$ cat src/rtl/core/ita_pkg.sv
// Package for the integer to ASCII formatter: modes, controller states, cell controls
// and the character tables. Used by the formatter, chain and cell RTL files.
`timescale 1ns / 1ps

package ita_pkg;

	localparam int VALUE_W   = 64;
	localparam int NUM_CELLS = 20;   // enough decimal digits for any 64-bit magnitude
	localparam int CONV_STEPS = VALUE_W;

	localparam logic [1:0] MODE_DEC    = 2'd0;
	localparam logic [1:0] MODE_HEX_LO = 2'd1;
	localparam logic [1:0] MODE_HEX_UP = 2'd2;
	localparam logic [1:0] MODE_PTR    = 2'd3;

	typedef enum logic [2:0] {
		ST_IDLE,
		ST_CONV,
		ST_PREFIX,
		ST_SKIP,
		ST_EMIT
	} state_t;

	typedef enum logic [1:0] {
		CELL_HOLD,
		CELL_CLEAR,
		CELL_BIT,
		CELL_DIGIT
	} cell_op_t;

	typedef struct packed {
		cell_op_t op;
		logic     dec;
	} cell_ctl_t;

	typedef enum logic [1:0] {
		PFX_NONE,
		PFX_MINUS,
		PFX_HEX,
		PFX_NIL
	} prefix_t;

	function automatic logic [2:0] prefix_len(input prefix_t kind);
		logic [2:0] len;
		unique case (kind)
			PFX_NONE:  len = 3'd0;
			PFX_MINUS: len = 3'd1;
			PFX_HEX:   len = 3'd2;
			PFX_NIL:   len = 3'd5;
			default:   len = 3'd0;
		endcase
		return len;
	endfunction

	function automatic logic [7:0] prefix_char(input prefix_t kind, input logic [2:0] idx);
		logic [7:0] c;
		c = 8'h30;
		unique case (kind)
			PFX_MINUS: c = 8'h2d;                         // '-'
			PFX_HEX:   c = (idx == 3'd0) ? 8'h30 : 8'h78; // "0x"
			PFX_NIL: begin                                 // "(nil)"
				unique case (idx)
					3'd0:    c = 8'h28;
					3'd1:    c = 8'h6e;
					3'd2:    c = 8'h69;
					3'd3:    c = 8'h6c;
					3'd4:    c = 8'h29;
					default: c = 8'h29;
				endcase
			end
			PFX_NONE:  c = 8'h30;
			default:   c = 8'h30;
		endcase
		return c;
	endfunction

	function automatic logic [7:0] digit_char(input logic [3:0] d, input logic upper);
		logic [7:0] letter;
		logic [7:0] c;
		letter = upper ? 8'h41 : 8'h61;
		if (d <= 4'd9) begin
			c = {4'd0, d} + 8'd48;
		end else begin
			c = letter + {4'd0, d} - 8'd10;
		end
		return c;
	endfunction

endpackage

$ cat src/rtl/core/ita_cell.sv
// One digit cell of the conversion chain: a 4-bit digit with add-3 correction.
// Depends on ita_pkg.
`timescale 1ns / 1ps

module ita_cell (
	input  logic              clk,
	input  ita_pkg::cell_ctl_t ctl,
	input  logic              carry_in,
	input  logic [3:0]        digit_in,
	output logic              carry_out,
	output logic [3:0]        digit
);
	import ita_pkg::*;

	logic [3:0] digit_q;
	logic [3:0] fixed;

	// in decimal, add 3 before the shift when the digit would pass 9 after doubling
	assign fixed     = (ctl.dec && digit_q >= 4'd5) ? digit_q + 4'd3 : digit_q;
	assign carry_out = fixed[3];
	assign digit     = digit_q;

	always_ff @(posedge clk) begin
		unique case (ctl.op)
			CELL_CLEAR: digit_q <= 4'd0;
			CELL_BIT:   digit_q <= {fixed[2:0], carry_in};
			CELL_DIGIT: digit_q <= digit_in;
			CELL_HOLD:  digit_q <= digit_q;
			default:    digit_q <= digit_q;
		endcase
	end

endmodule

$ cat src/rtl/core/ita_chain.sv
// Row of digit cells, least significant digit in cell 0.
// Depends on ita_pkg and ita_cell.
`timescale 1ns / 1ps

module ita_chain (
	input  logic              clk,
	input  ita_pkg::cell_ctl_t ctl,
	input  logic              bit_in,
	output logic [3:0]        top_digit
);
	import ita_pkg::*;

	logic [NUM_CELLS:0] carry;
	logic [3:0]         digits [NUM_CELLS];
	logic [3:0]         digit_feed [NUM_CELLS];

	assign carry[0] = bit_in;

	// digit shifts move each digit one cell towards the top; zeros enter at cell 0
	assign digit_feed[0] = 4'd0;
	for (genvar i = 1; i < NUM_CELLS; i++) begin : g_feed
		assign digit_feed[i] = digits[i-1];
	end

	for (genvar i = 0; i < NUM_CELLS; i++) begin : g_cell
		ita_cell u_cell (
			.clk       (clk),
			.ctl       (ctl),
			.carry_in  (carry[i]),
			.digit_in  (digit_feed[i]),
			.carry_out (carry[i+1]),
			.digit     (digits[i])
		);
	end

	// carry out of the top cell is always zero for a 64-bit input
	assign top_digit = carry[NUM_CELLS] ? digits[NUM_CELLS-1] : digits[NUM_CELLS-1];

endmodule

$ cat src/rtl/core/integer_to_ascii_formatter.sv
// Integer to ASCII formatter. A request carries a 64-bit value and a mode: 0 signed
// decimal with a leading '-', 1 lowercase hex, 2 uppercase hex, 3 pointer ("(nil)" for
// zero, otherwise "0x" and lowercase hex). The block answers with one character per
// output request, most significant first, last high on the final one; every string
// has 1 to 20 characters. One value is worked on at a time: in_stall stays high from
// acceptance until the final character has been loaded into the output register.
// A value is accepted and then shifted, MSB first, through a row of 20 BCD/hex digit
// cells (one bit per cycle, add-3 correction in decimal); then the prefix characters
// are emitted, the leading zero cells are skipped (20 minus the digit count) and the
// digits are emitted, "(nil)" skipping the digit cells. Emission waits while the
// receiver stalls. Without back-pressure, most of the time per value goes into the
// 64-step shift through the cell row. The output register lets the last character
// of one value wait while the next value is taken.
// Depends on ita_pkg, ita_chain and ita_cell.
`timescale 1ns / 1ps

module integer_to_ascii_formatter (
	input  logic        clk,
	input  logic        arst_n,
	input  logic        in_valid,
	output logic        in_stall,
	input  logic [1:0]  mode,
	input  logic [63:0] value,
	output logic        out_valid,
	input  logic        out_stall,
	output logic [7:0]  character,
	output logic        last
);
	import ita_pkg::*;

	localparam logic [5:0] CONV_LAST = 6'(CONV_STEPS - 1);
	localparam logic [4:0] CELLS_N   = 5'(NUM_CELLS);

	state_t state_q, state_nxt;

	logic [VALUE_W-1:0] value_q;    // magnitude, shifted out MSB first
	logic [5:0]         cnt_q;      // conversion steps left, minus one
	logic [4:0]         left_q;     // digit cells not yet emitted or skipped
	logic [2:0]         pfx_idx_q;
	prefix_t            kind_q;
	logic               dec_q;
	logic               upper_q;

	logic               out_valid_q;
	logic [7:0]         character_q;
	logic               last_q;

	cell_ctl_t          ctl;
	logic [3:0]         top_digit;
	logic               slot_free;
	logic               emit;
	logic [7:0]         emit_char;
	logic               emit_last;
	logic               lead_zero;
	logic [2:0]         pfx_len;

	logic [VALUE_W-1:0] mag_in;
	prefix_t            kind_in;

	ita_chain u_chain (
		.clk       (clk),
		.ctl       (ctl),
		.bit_in    (value_q[VALUE_W-1]),
		.top_digit (top_digit)
	);

	// request decode: negative decimal values are converted as their magnitude;
	// the most negative value negates to itself, which is the right magnitude unsigned
	always_comb begin
		mag_in  = value;
		kind_in = PFX_NONE;
		unique case (mode)
			MODE_DEC: begin
				if (value[VALUE_W-1]) begin
					mag_in  = ~value + 64'd1;
					kind_in = PFX_MINUS;
				end
			end
			MODE_HEX_LO, MODE_HEX_UP: kind_in = PFX_NONE;
			MODE_PTR: kind_in = (value == 64'd0) ? PFX_NIL : PFX_HEX;
			default:  kind_in = PFX_NONE;
		endcase
	end

	assign slot_free = !out_valid_q || !out_stall;
	assign lead_zero = (top_digit == 4'd0) && (left_q > 5'd1);
	assign pfx_len   = prefix_len(kind_q);
	assign in_stall  = (state_q != ST_IDLE);

	// next state
	always_comb begin
		state_nxt = state_q;
		unique case (state_q)
			ST_IDLE: begin
				if (in_valid) state_nxt = ST_CONV;
			end
			ST_CONV: begin
				if (cnt_q == 6'd0) state_nxt = (kind_q == PFX_NONE) ? ST_SKIP : ST_PREFIX;
			end
			ST_PREFIX: begin
				if (slot_free && pfx_idx_q == pfx_len - 3'd1)
					state_nxt = (kind_q == PFX_NIL) ? ST_IDLE : ST_SKIP;
			end
			ST_SKIP: begin
				if (!lead_zero) state_nxt = ST_EMIT;
			end
			ST_EMIT: begin
				if (slot_free && left_q == 5'd1) state_nxt = ST_IDLE;
			end
			default: state_nxt = ST_IDLE;
		endcase
	end

	// outputs of the controller: cell row control and character to load
	always_comb begin
		ctl.op    = CELL_HOLD;
		ctl.dec   = dec_q;
		emit      = 1'b0;
		emit_char = 8'h30;
		emit_last = 1'b0;
		unique case (state_q)
			ST_IDLE: begin
				if (in_valid) ctl.op = CELL_CLEAR;
			end
			ST_CONV: ctl.op = CELL_BIT;
			ST_PREFIX: begin
				if (slot_free) begin
					emit      = 1'b1;
					emit_char = prefix_char(kind_q, pfx_idx_q);
					emit_last = (kind_q == PFX_NIL) && (pfx_idx_q == pfx_len - 3'd1);
				end
			end
			ST_SKIP: begin
				if (lead_zero) ctl.op = CELL_DIGIT;
			end
			ST_EMIT: begin
				if (slot_free) begin
					emit      = 1'b1;
					emit_char = digit_char(top_digit, upper_q);
					emit_last = (left_q == 5'd1);
					ctl.op    = CELL_DIGIT;
				end
			end
			default: ctl.op = CELL_HOLD;
		endcase
	end

	// control registers
	always_ff @(posedge clk or negedge arst_n) begin
		if (!arst_n) begin
			state_q     <= ST_IDLE;
			out_valid_q <= 1'b0;
			cnt_q       <= 6'd0;
			left_q      <= 5'd0;
			pfx_idx_q   <= 3'd0;
		end else begin
			state_q <= state_nxt;
			if (emit) begin
				out_valid_q <= 1'b1;
			end else if (!out_stall) begin
				out_valid_q <= 1'b0;
			end
			if (state_q == ST_IDLE && in_valid) begin
				cnt_q     <= CONV_LAST;
				left_q    <= CELLS_N;
				pfx_idx_q <= 3'd0;
			end else begin
				if (state_q == ST_CONV) cnt_q <= cnt_q - 6'd1;
				if (state_q == ST_PREFIX && emit) pfx_idx_q <= pfx_idx_q + 3'd1;
				if (ctl.op == CELL_DIGIT) left_q <= left_q - 5'd1;
			end
		end
	end

	// request payload and output character register
	always_ff @(posedge clk) begin
		if (state_q == ST_IDLE && in_valid) begin
			value_q <= mag_in;
			kind_q  <= kind_in;
			dec_q   <= (mode == MODE_DEC);
			upper_q <= (mode == MODE_HEX_UP);
		end else if (state_q == ST_CONV) begin
			value_q <= {value_q[VALUE_W-2:0], 1'b0};
		end
		if (emit) begin
			character_q <= emit_char;
			last_q      <= emit_last;
		end
	end

	assign out_valid = out_valid_q;
	assign character = character_q;
	assign last      = last_q;

endmodule

$ cat config.mk
export PLATFORM = sky130hd
export DESIGN_NAME = integer_to_ascii_formatter
export DESIGN_NICKNAME = d
export VERILOG_FILES = /design/src/rtl/core/ita_pkg.sv /design/src/rtl/core/ita_cell.sv /design/src/rtl/core/ita_chain.sv /design/src/rtl/core/integer_to_ascii_formatter.sv
export SDC_FILE = /design/constraint.sdc
export NUM_CORES = 1
export LEC_CHECK = 0
export BUFFER_PORTS_ARGS = -buffer_cell sky130_fd_sc_hd__buf_2
export CAP_MARGIN = 10
export CORE_MARGIN = 2
export CORE_UTILIZATION = 55
export CTS_BUF_LIST = sky130_fd_sc_hd__clkbuf_4 sky130_fd_sc_hd__clkbuf_8 sky130_fd_sc_hd__clkbuf_16
export CTS_CLUSTER_DIAMETER = 30
export DETAILED_ROUTE_END_ITERATION = 12
export GPL_TIMING_DRIVEN = 1
export PLACE_DENSITY = 0.83
export SLEW_MARGIN = 10
export SYNTH_ARGS = -nofsm -noshare
export SYNTH_HDL_FRONTEND = slang
export SYNTH_SLANG_ARGS = --single-unit
$ cat constraint.sdc
create_clock -name clk -period 4.12 [get_ports clk]
set_clock_uncertainty 0.05 [all_clocks]
set_input_delay 0.618 -clock clk [delete_from_list [all_inputs] [get_ports clk]]
set_output_delay 0.618 -clock clk [all_outputs]
set_load 0.005 [all_outputs]
==> impl_metrics.tcl, run 1 <==
set metrics [dict create \
    routed_wl_um 22100 \
    slew_viol_final 0 \
    cts_sinks 174 \
    port_buffers 79 \
    p_per_area_mw_per_mm2 756 \
    core_mm2 0.0195 \
    clock_latency_ns 0.43 \
    worst_pin_slew_ns 0.876 \
    cp-end-kind "flop" \
    grt_busiest_layer "met2" \
    ant_nets 0 \
    grt_util_met2 0.366 \
    irDropWorstVdd_mv 0.531 \
    relSlewSlack 0.416 \
    h-tree-depth 4 \
    via_count 8356 \
    crit_arrival_ns 3.38 \
    synth_ff_type "edfxtp_1" \
    cts-resized-gates 0 \
    area_growth_pct 10.8 \
    synth_most_common_cell "nand2_1" \
    crit_type "reg2reg" \
    path_max_fanout 42 \
    setup.worst_path.start "state_q[0]$_DFFE_PN0P_" \
    grt.overflow.total 0 \
    initial_core_util 0.561 \
    leakage_nw 4.46 \
    cts_made_buffers 17 \
    syn_nets 1265 \
    grt_pass1_wl_um 36300 \
    setup_tns_ns 0 \
    async_flop_share 0.103 \
    grt_setup_unrepaired "no" \
    drive_gt1_frac 0.113 \
    synth_compound_area_frac 0.156 \
    die_h_um 145 \
    finalInstanceArea_mm2 0.0121 \
    startpoint_type "flop" \
    grtUsageMet1 0.283 \
    num_io_pins 81 \
    grt_use_total 0.217 \
    postSynthCellCount 1140 \
    ys_top_cells_by_count "177 x nand2_1, 156 x edfxtp_1, 155 x o21ai_0" \
    drcViolationCount 0 \
    synth.top_cell.area_share 0.429 \
    syn_area_per_cell_um2 9.57 \
    layout.nets 1321 \
    max-cap-violations 0 \
    synth-edff-count 156 \
    antenna_found_initial 0 \
    final_util 0.621 \
    yosys.area_share.simple 0.167 \
    required_ns 4.24 \
    place.gp.congestion 0.964 \
    drtIter0Drc 571 \
    viasPerCell 5.67 \
    synth_area_leaders "edfxtp_1 43%, o21ai_0 7.1%, ha_1 6.3%" \
    grt_pass1_vias 7825 \
    synth_warnings 0 \
    period_needed_ns 3.26 \
    grt.met3_usage 0.0408 \
    hold_path.class "in2async" \
    synth_area_mm2 0.0109 \
    ff2ff_setup_slack_ns 0.86 \
    synth_top_family_by_area "simple AND/OR/NAND/NOR gates" \
    hold_viol 0 \
    synth_cell_types 53 \
    dpl_cell_area_mm2 0.0115 \
    ff2ff_path_depth 6 \
    cts_tree "built" \
    fp.dieArea_mm2 0.0210 \
    place_hpwl_um 14900 \
    max_freq_ghz 0.307 \
    row_count 51 \
    n_antenna_cell 0 \
    cts-root-buf "clkbuf_16" \
    outcome "finished clean" \
    synthXorXnorAreaFrac 0.104 \
    firstDrtPassIters 5 \
    fin_crit_sh 0.791 \
    postCtsSetupBuffers 0 \
    synthAdderAreaFrac 0.0631 \
    cts_max_path_buffers 2 \
    finalSetupViolations 0 \
    clk_pin_slew_ns 0.07 \
    synth_top_cell_by_area "edfxtp_1" \
    dieWidth_um 145 \
    grt_max_degree 101 \
    ys_ff_latch 174 \
    r2r_start "state_q[0]$_DFFE_PN0P_" \
    muxShareOfSynthArea 0.00184 \
    holdBufCountCts 0 \
    seq_area_frac_synth 0.471 \
    wl_per_cell_um 15.0 \
]
==> critical path, stage by stage, from the launching register on <==
cell	delay, ns
dfrtp_1	0.63
or3b_2	0.24
a21oi_1	0.08
or2_2	0.47
nor2_1	0.67
nand2_4	0.49
buf_12	0.34
==> report_power, final <==
group | total, mW | switching [mW] | internal (mW)
Combinational | 3.48 | 2.17 | 1.32
Clock | 1.59 | 0.723 | 0.862
Sequential | 4.07 | 0.698 | 3.38
Total | 9.14 | 3.59 | 5.56
==> state kept, by name, summed over array words and instances (netlist names), 2 cells and up <==
| name | flops |
|---|---|
| left_q | 5 |
| u_chain.g_cell.u_cell.digit | 80 |
| cnt_q | 6 |
| value_q | 64 |
| state_q | 3 |
| pfx_idx_q | 3 |
| kind_q | 2 |
| character | 7 |
==> routing by layer <==
metal	part of all wire	routed length, um
met5	0	0
met4	0.015	321
met3	0.049	1080
met2	0.49	10700
met1	0.45	9970
==> layout make-up <==
class                   instances  area (um^2)
clock buffers                  19          440
clock inverters                13          133
fillers                      1575         7370
inverters                      56          210
multi-input cells             862         5390
flip-flops and latches        174         5130
well taps                     265          332
repair buffers                 85          453
==> final timing paths <==
check / end
worst min-delay path: pfx_idx_q[2]$_DFFE_PN0P_
min in group clk: upper_q$_DFFE_PP_
worst min register to register: value_q[12]$_DFFE_PP_
max in group asynchronous: left_q[4]$_DFFE_PN0P_
worst max-delay path: u_chain.g_cell[19].u_cell.digit[3]$_SDFFCE_PN0P_
worst max register to register: u_chain.g_cell[19].u_cell.digit[3]$_SDFFCE_PN0P_
==> per-stage QoR <==
stage,setup WS (ns),hold slack [ns],power (mW),instances
after CTS,0.877,0.0825,9.17,1474
after floorplan,0.155,0.272,6.62,1140
final,0.859,0.0749,9.14,1474
after detailed placement,0.743,0.464,7.56,1442
after global routing,0.656,0.0986,9.85,1474
after global placement,0.821,0.453,7.36,1442
==> kinds of logic (layout without fill, tap and decap cells) <==
kind of cell | Yosys count | after routing
simple gates | 383 | 383
compound gates | 292 | 292
flops | 174 | 174
xor+xnor | 129 | 129
buf+inv | 104 | 173
fa+ha+maj | 55 | 55
mux | 2 | 2
other cells | 1 | 1
==> placed cells by master, fill, tap and decap left out, types with 3 or more instances in the layout <==
| master | instances |
|---|---|
| xor2_1 | 67 |
| edfxtp_1 | 156 |
| a31oi_1 | 8 |
| or4_1 | 5 |
| a21oi_1 | 46 |
| nand3_1 | 15 |
| a211oi_1 | 11 |
| nor2_1 | 63 |
| nand2b_1 | 28 |
| and3_1 | 4 |
| clkinvlp_4 | 3 |
| ha_1 | 55 |
| o31ai_1 | 16 |
| and2_1 | 4 |
| o31ai_2 | 4 |
| xnor2_1 | 62 |
| buf_2 | 79 |
| nand2_1 | 174 |
| nor3_1 | 15 |
| or3_1 | 7 |
| inv_1 | 56 |
| o211ai_1 | 20 |
| nor2b_1 | 44 |
| or4_4 | 4 |
| inv_6 | 4 |
| dfrtp_1 | 18 |
| o21ai_0 | 155 |
| o41ai_1 | 6 |
| nand3b_1 | 3 |
| nor4_1 | 3 |
| o21ai_1 | 14 |
| buf_4 | 5 |
| clkbuf_16 | 17 |
(Power assumes the default switching activity.)
==> run 2: changes to the inputs <==
Settings changed: CORE_UTILIZATION 55 to 61, PLACE_DENSITY 0.83 to 0.87.
Clock period 4.12 ns to 3.16 ns, I/O delays scaled along.
==> impl_metrics.tcl, run 2 (synthesis gave the netlist of run 1 again) <==
set metrics [dict create \
    grt_setup_unrepaired "no" \
    h-tree-depth 4 \
    required_ns 3.29 \
    cts_max_path_buffers 2 \
    layout.nets 1334 \
    finalSetupViolations 0 \
    ff2ff_path_depth 8 \
    place.gp.congestion 0.865 \
    initial_core_util 0.626 \
    cts-resized-gates 0 \
    max-cap-violations 0 \
    grt_pass1_wl_um 38700 \
    dp_slack_ns 0.0599 \
    clock_latency_ns 0.43 \
    holdBufCountCts 1 \
    outcome "finished clean" \
    slew_viol_final 0 \
    total_power_mw 12.0 \
    wl_per_cell_um 15.7 \
    cts_sinks 174 \
    leakage_nw 4.51 \
    crit_type "reg2reg" \
    cts_tree "built" \
    hold_path.class "in2reg" \
    grt_max_degree 76 \
    max_freq_ghz 0.348 \
    crit_cells 8 \
    finalInstanceArea_mm2 0.0121 \
    num_io_pins 81 \
    place_hpwl_um 15500 \
    final_util 0.697 \
    dieWidth_um 138 \
    fin_crit_sh 0.909 \
    num-fill-cells 1230 \
    crit_family "simple AND/OR/NAND/NOR gates" \
    viasPerCell 5.83 \
    cts_made_buffers 17 \
    whs_path_depth 3 \
    drtIter0Drc 666 \
    path_max_fanout 34 \
    hold_viol 0 \
    setup_tns_ns 0 \
    startpoint_type "flop" \
    grt_pass1_vias 8206 \
    drcViolationCount 0 \
    postCtsSetupBuffers 0 \
    antenna_found_initial 0 \
    cp-end-kind "flop" \
    cts-root-buf "clkbuf_16" \
    relSlewSlack 0.386 \
    row_count 48 \
    dpl_cell_area_mm2 0.0116 \
    critPathBufInv 2 \
    crit_chain "inv_1 > ha_1 > o21bai_1 > a21oi_1 > or2_2 > nor2_1 > nand2_4 > buf_12" \
    period_needed_ns 2.87 \
    core_mm2 0.0174 \
    port_buffers 79 \
    area_growth_pct 11.3 \
    n_antenna_cell 0 \
    max_stage_delay_ns 0.66 \
    grt_use_total 0.257 \
    via_count 8436 \
    finalWorstSetupSlack_ns 0.288 \
    p_per_area_mw_per_mm2 987 \
    crit_arrival_ns 3.00 \
    worst_pin_slew_ns 0.920 \
    cp_slowest_cell "nor2_1" \
    irDropWorstVdd_mv 0.761 \
    firstDrtPassIters 5 \
    drive_gt1_frac 0.121 \
    final_common_cell "nand2_1" \
    die_h_um 138 \
    routed_wl_um 22800 \
    clk_pin_slew_ns 0.07 \
    fp.dieArea_mm2 0.0190 \
    ant_nets 0 \
    grt.overflow.total 0 \
    largest_reg_flops 80 \
    final_cell_mix "174 x nand2_1, 156 x edfxtp_1, 155 x o21ai_0" \
]
[run 2: worst min-delay path, cell delays in order]
cell     delay, ns
buf_2         0.09
nand2_1       0.10
o21ai_0       0.09
[run 2: report_power, final]
| part | total (mW) | internal, mW | switching, mW |
|---|---|---|---|
| sequential | 5.30 | 4.39 | 0.914 |
| clock | 1.96 | 1.05 | 0.912 |
| combinational | 4.71 | 1.82 | 2.90 |
[run 2: path summary, 6_finish.rpt]
check	start	end	slack (ns)
setup / recovery	left_q[1]$_DFFE_PN0P_	u_chain.g_cell[13].u_cell.digit[2]$_SDFFCE_PN0P_	0.29
setup reg to reg	left_q[1]$_DFFE_PN0P_	u_chain.g_cell[13].u_cell.digit[2]$_SDFFCE_PN0P_	0.29
min in group asynchronous	arst_n	pfx_idx_q[2]$_DFFE_PN0P_	0.47
hold / removal	out_stall	out_valid$_DFFE_PN0P_	0.31
max in group asynchronous	arst_n	left_q[4]$_DFFE_PN0P_	2.28
hold reg to reg	value_q[23]$_DFFE_PP_	value_q[24]$_DFFE_PP_	0.47
[run 2: per-layer routing]
layer,global-route usage,share of wire,up-vias
met5,0,0,-
li1,-,-,4136
met3,0.0434,0.046,38
met2,0.426,0.50,225
met4,0.0850,0.021,0
met1,0.344,0.44,4037
[run 2: area by class of cell]
cell class	count	area, um^2	share of cell area
clock buffer	20	454	0.0374
clock inverter	12	90.1	0.00742
inverter	56	210	0.0173
multi-input combinational	862	5390	0.444
sequential	174	5130	0.423
tap	225	282	0.0232
timing repair buffer	98	578	0.0476
[run 2: metrics by stage]
| stage | hold WS (ns) | cells |
|---|---|---|
| 2_1_floorplan | 0.128 | 1140 |
| 4_1_cts | 0.292 | 1447 |
| 6_report | 0.308 | 1447 |
| 5_1_grt | 0.304 | 1447 |
| 3_5_place_dp | 0.398 | 1414 |
| 3_3_place_gp | 0.387 | 1414 |
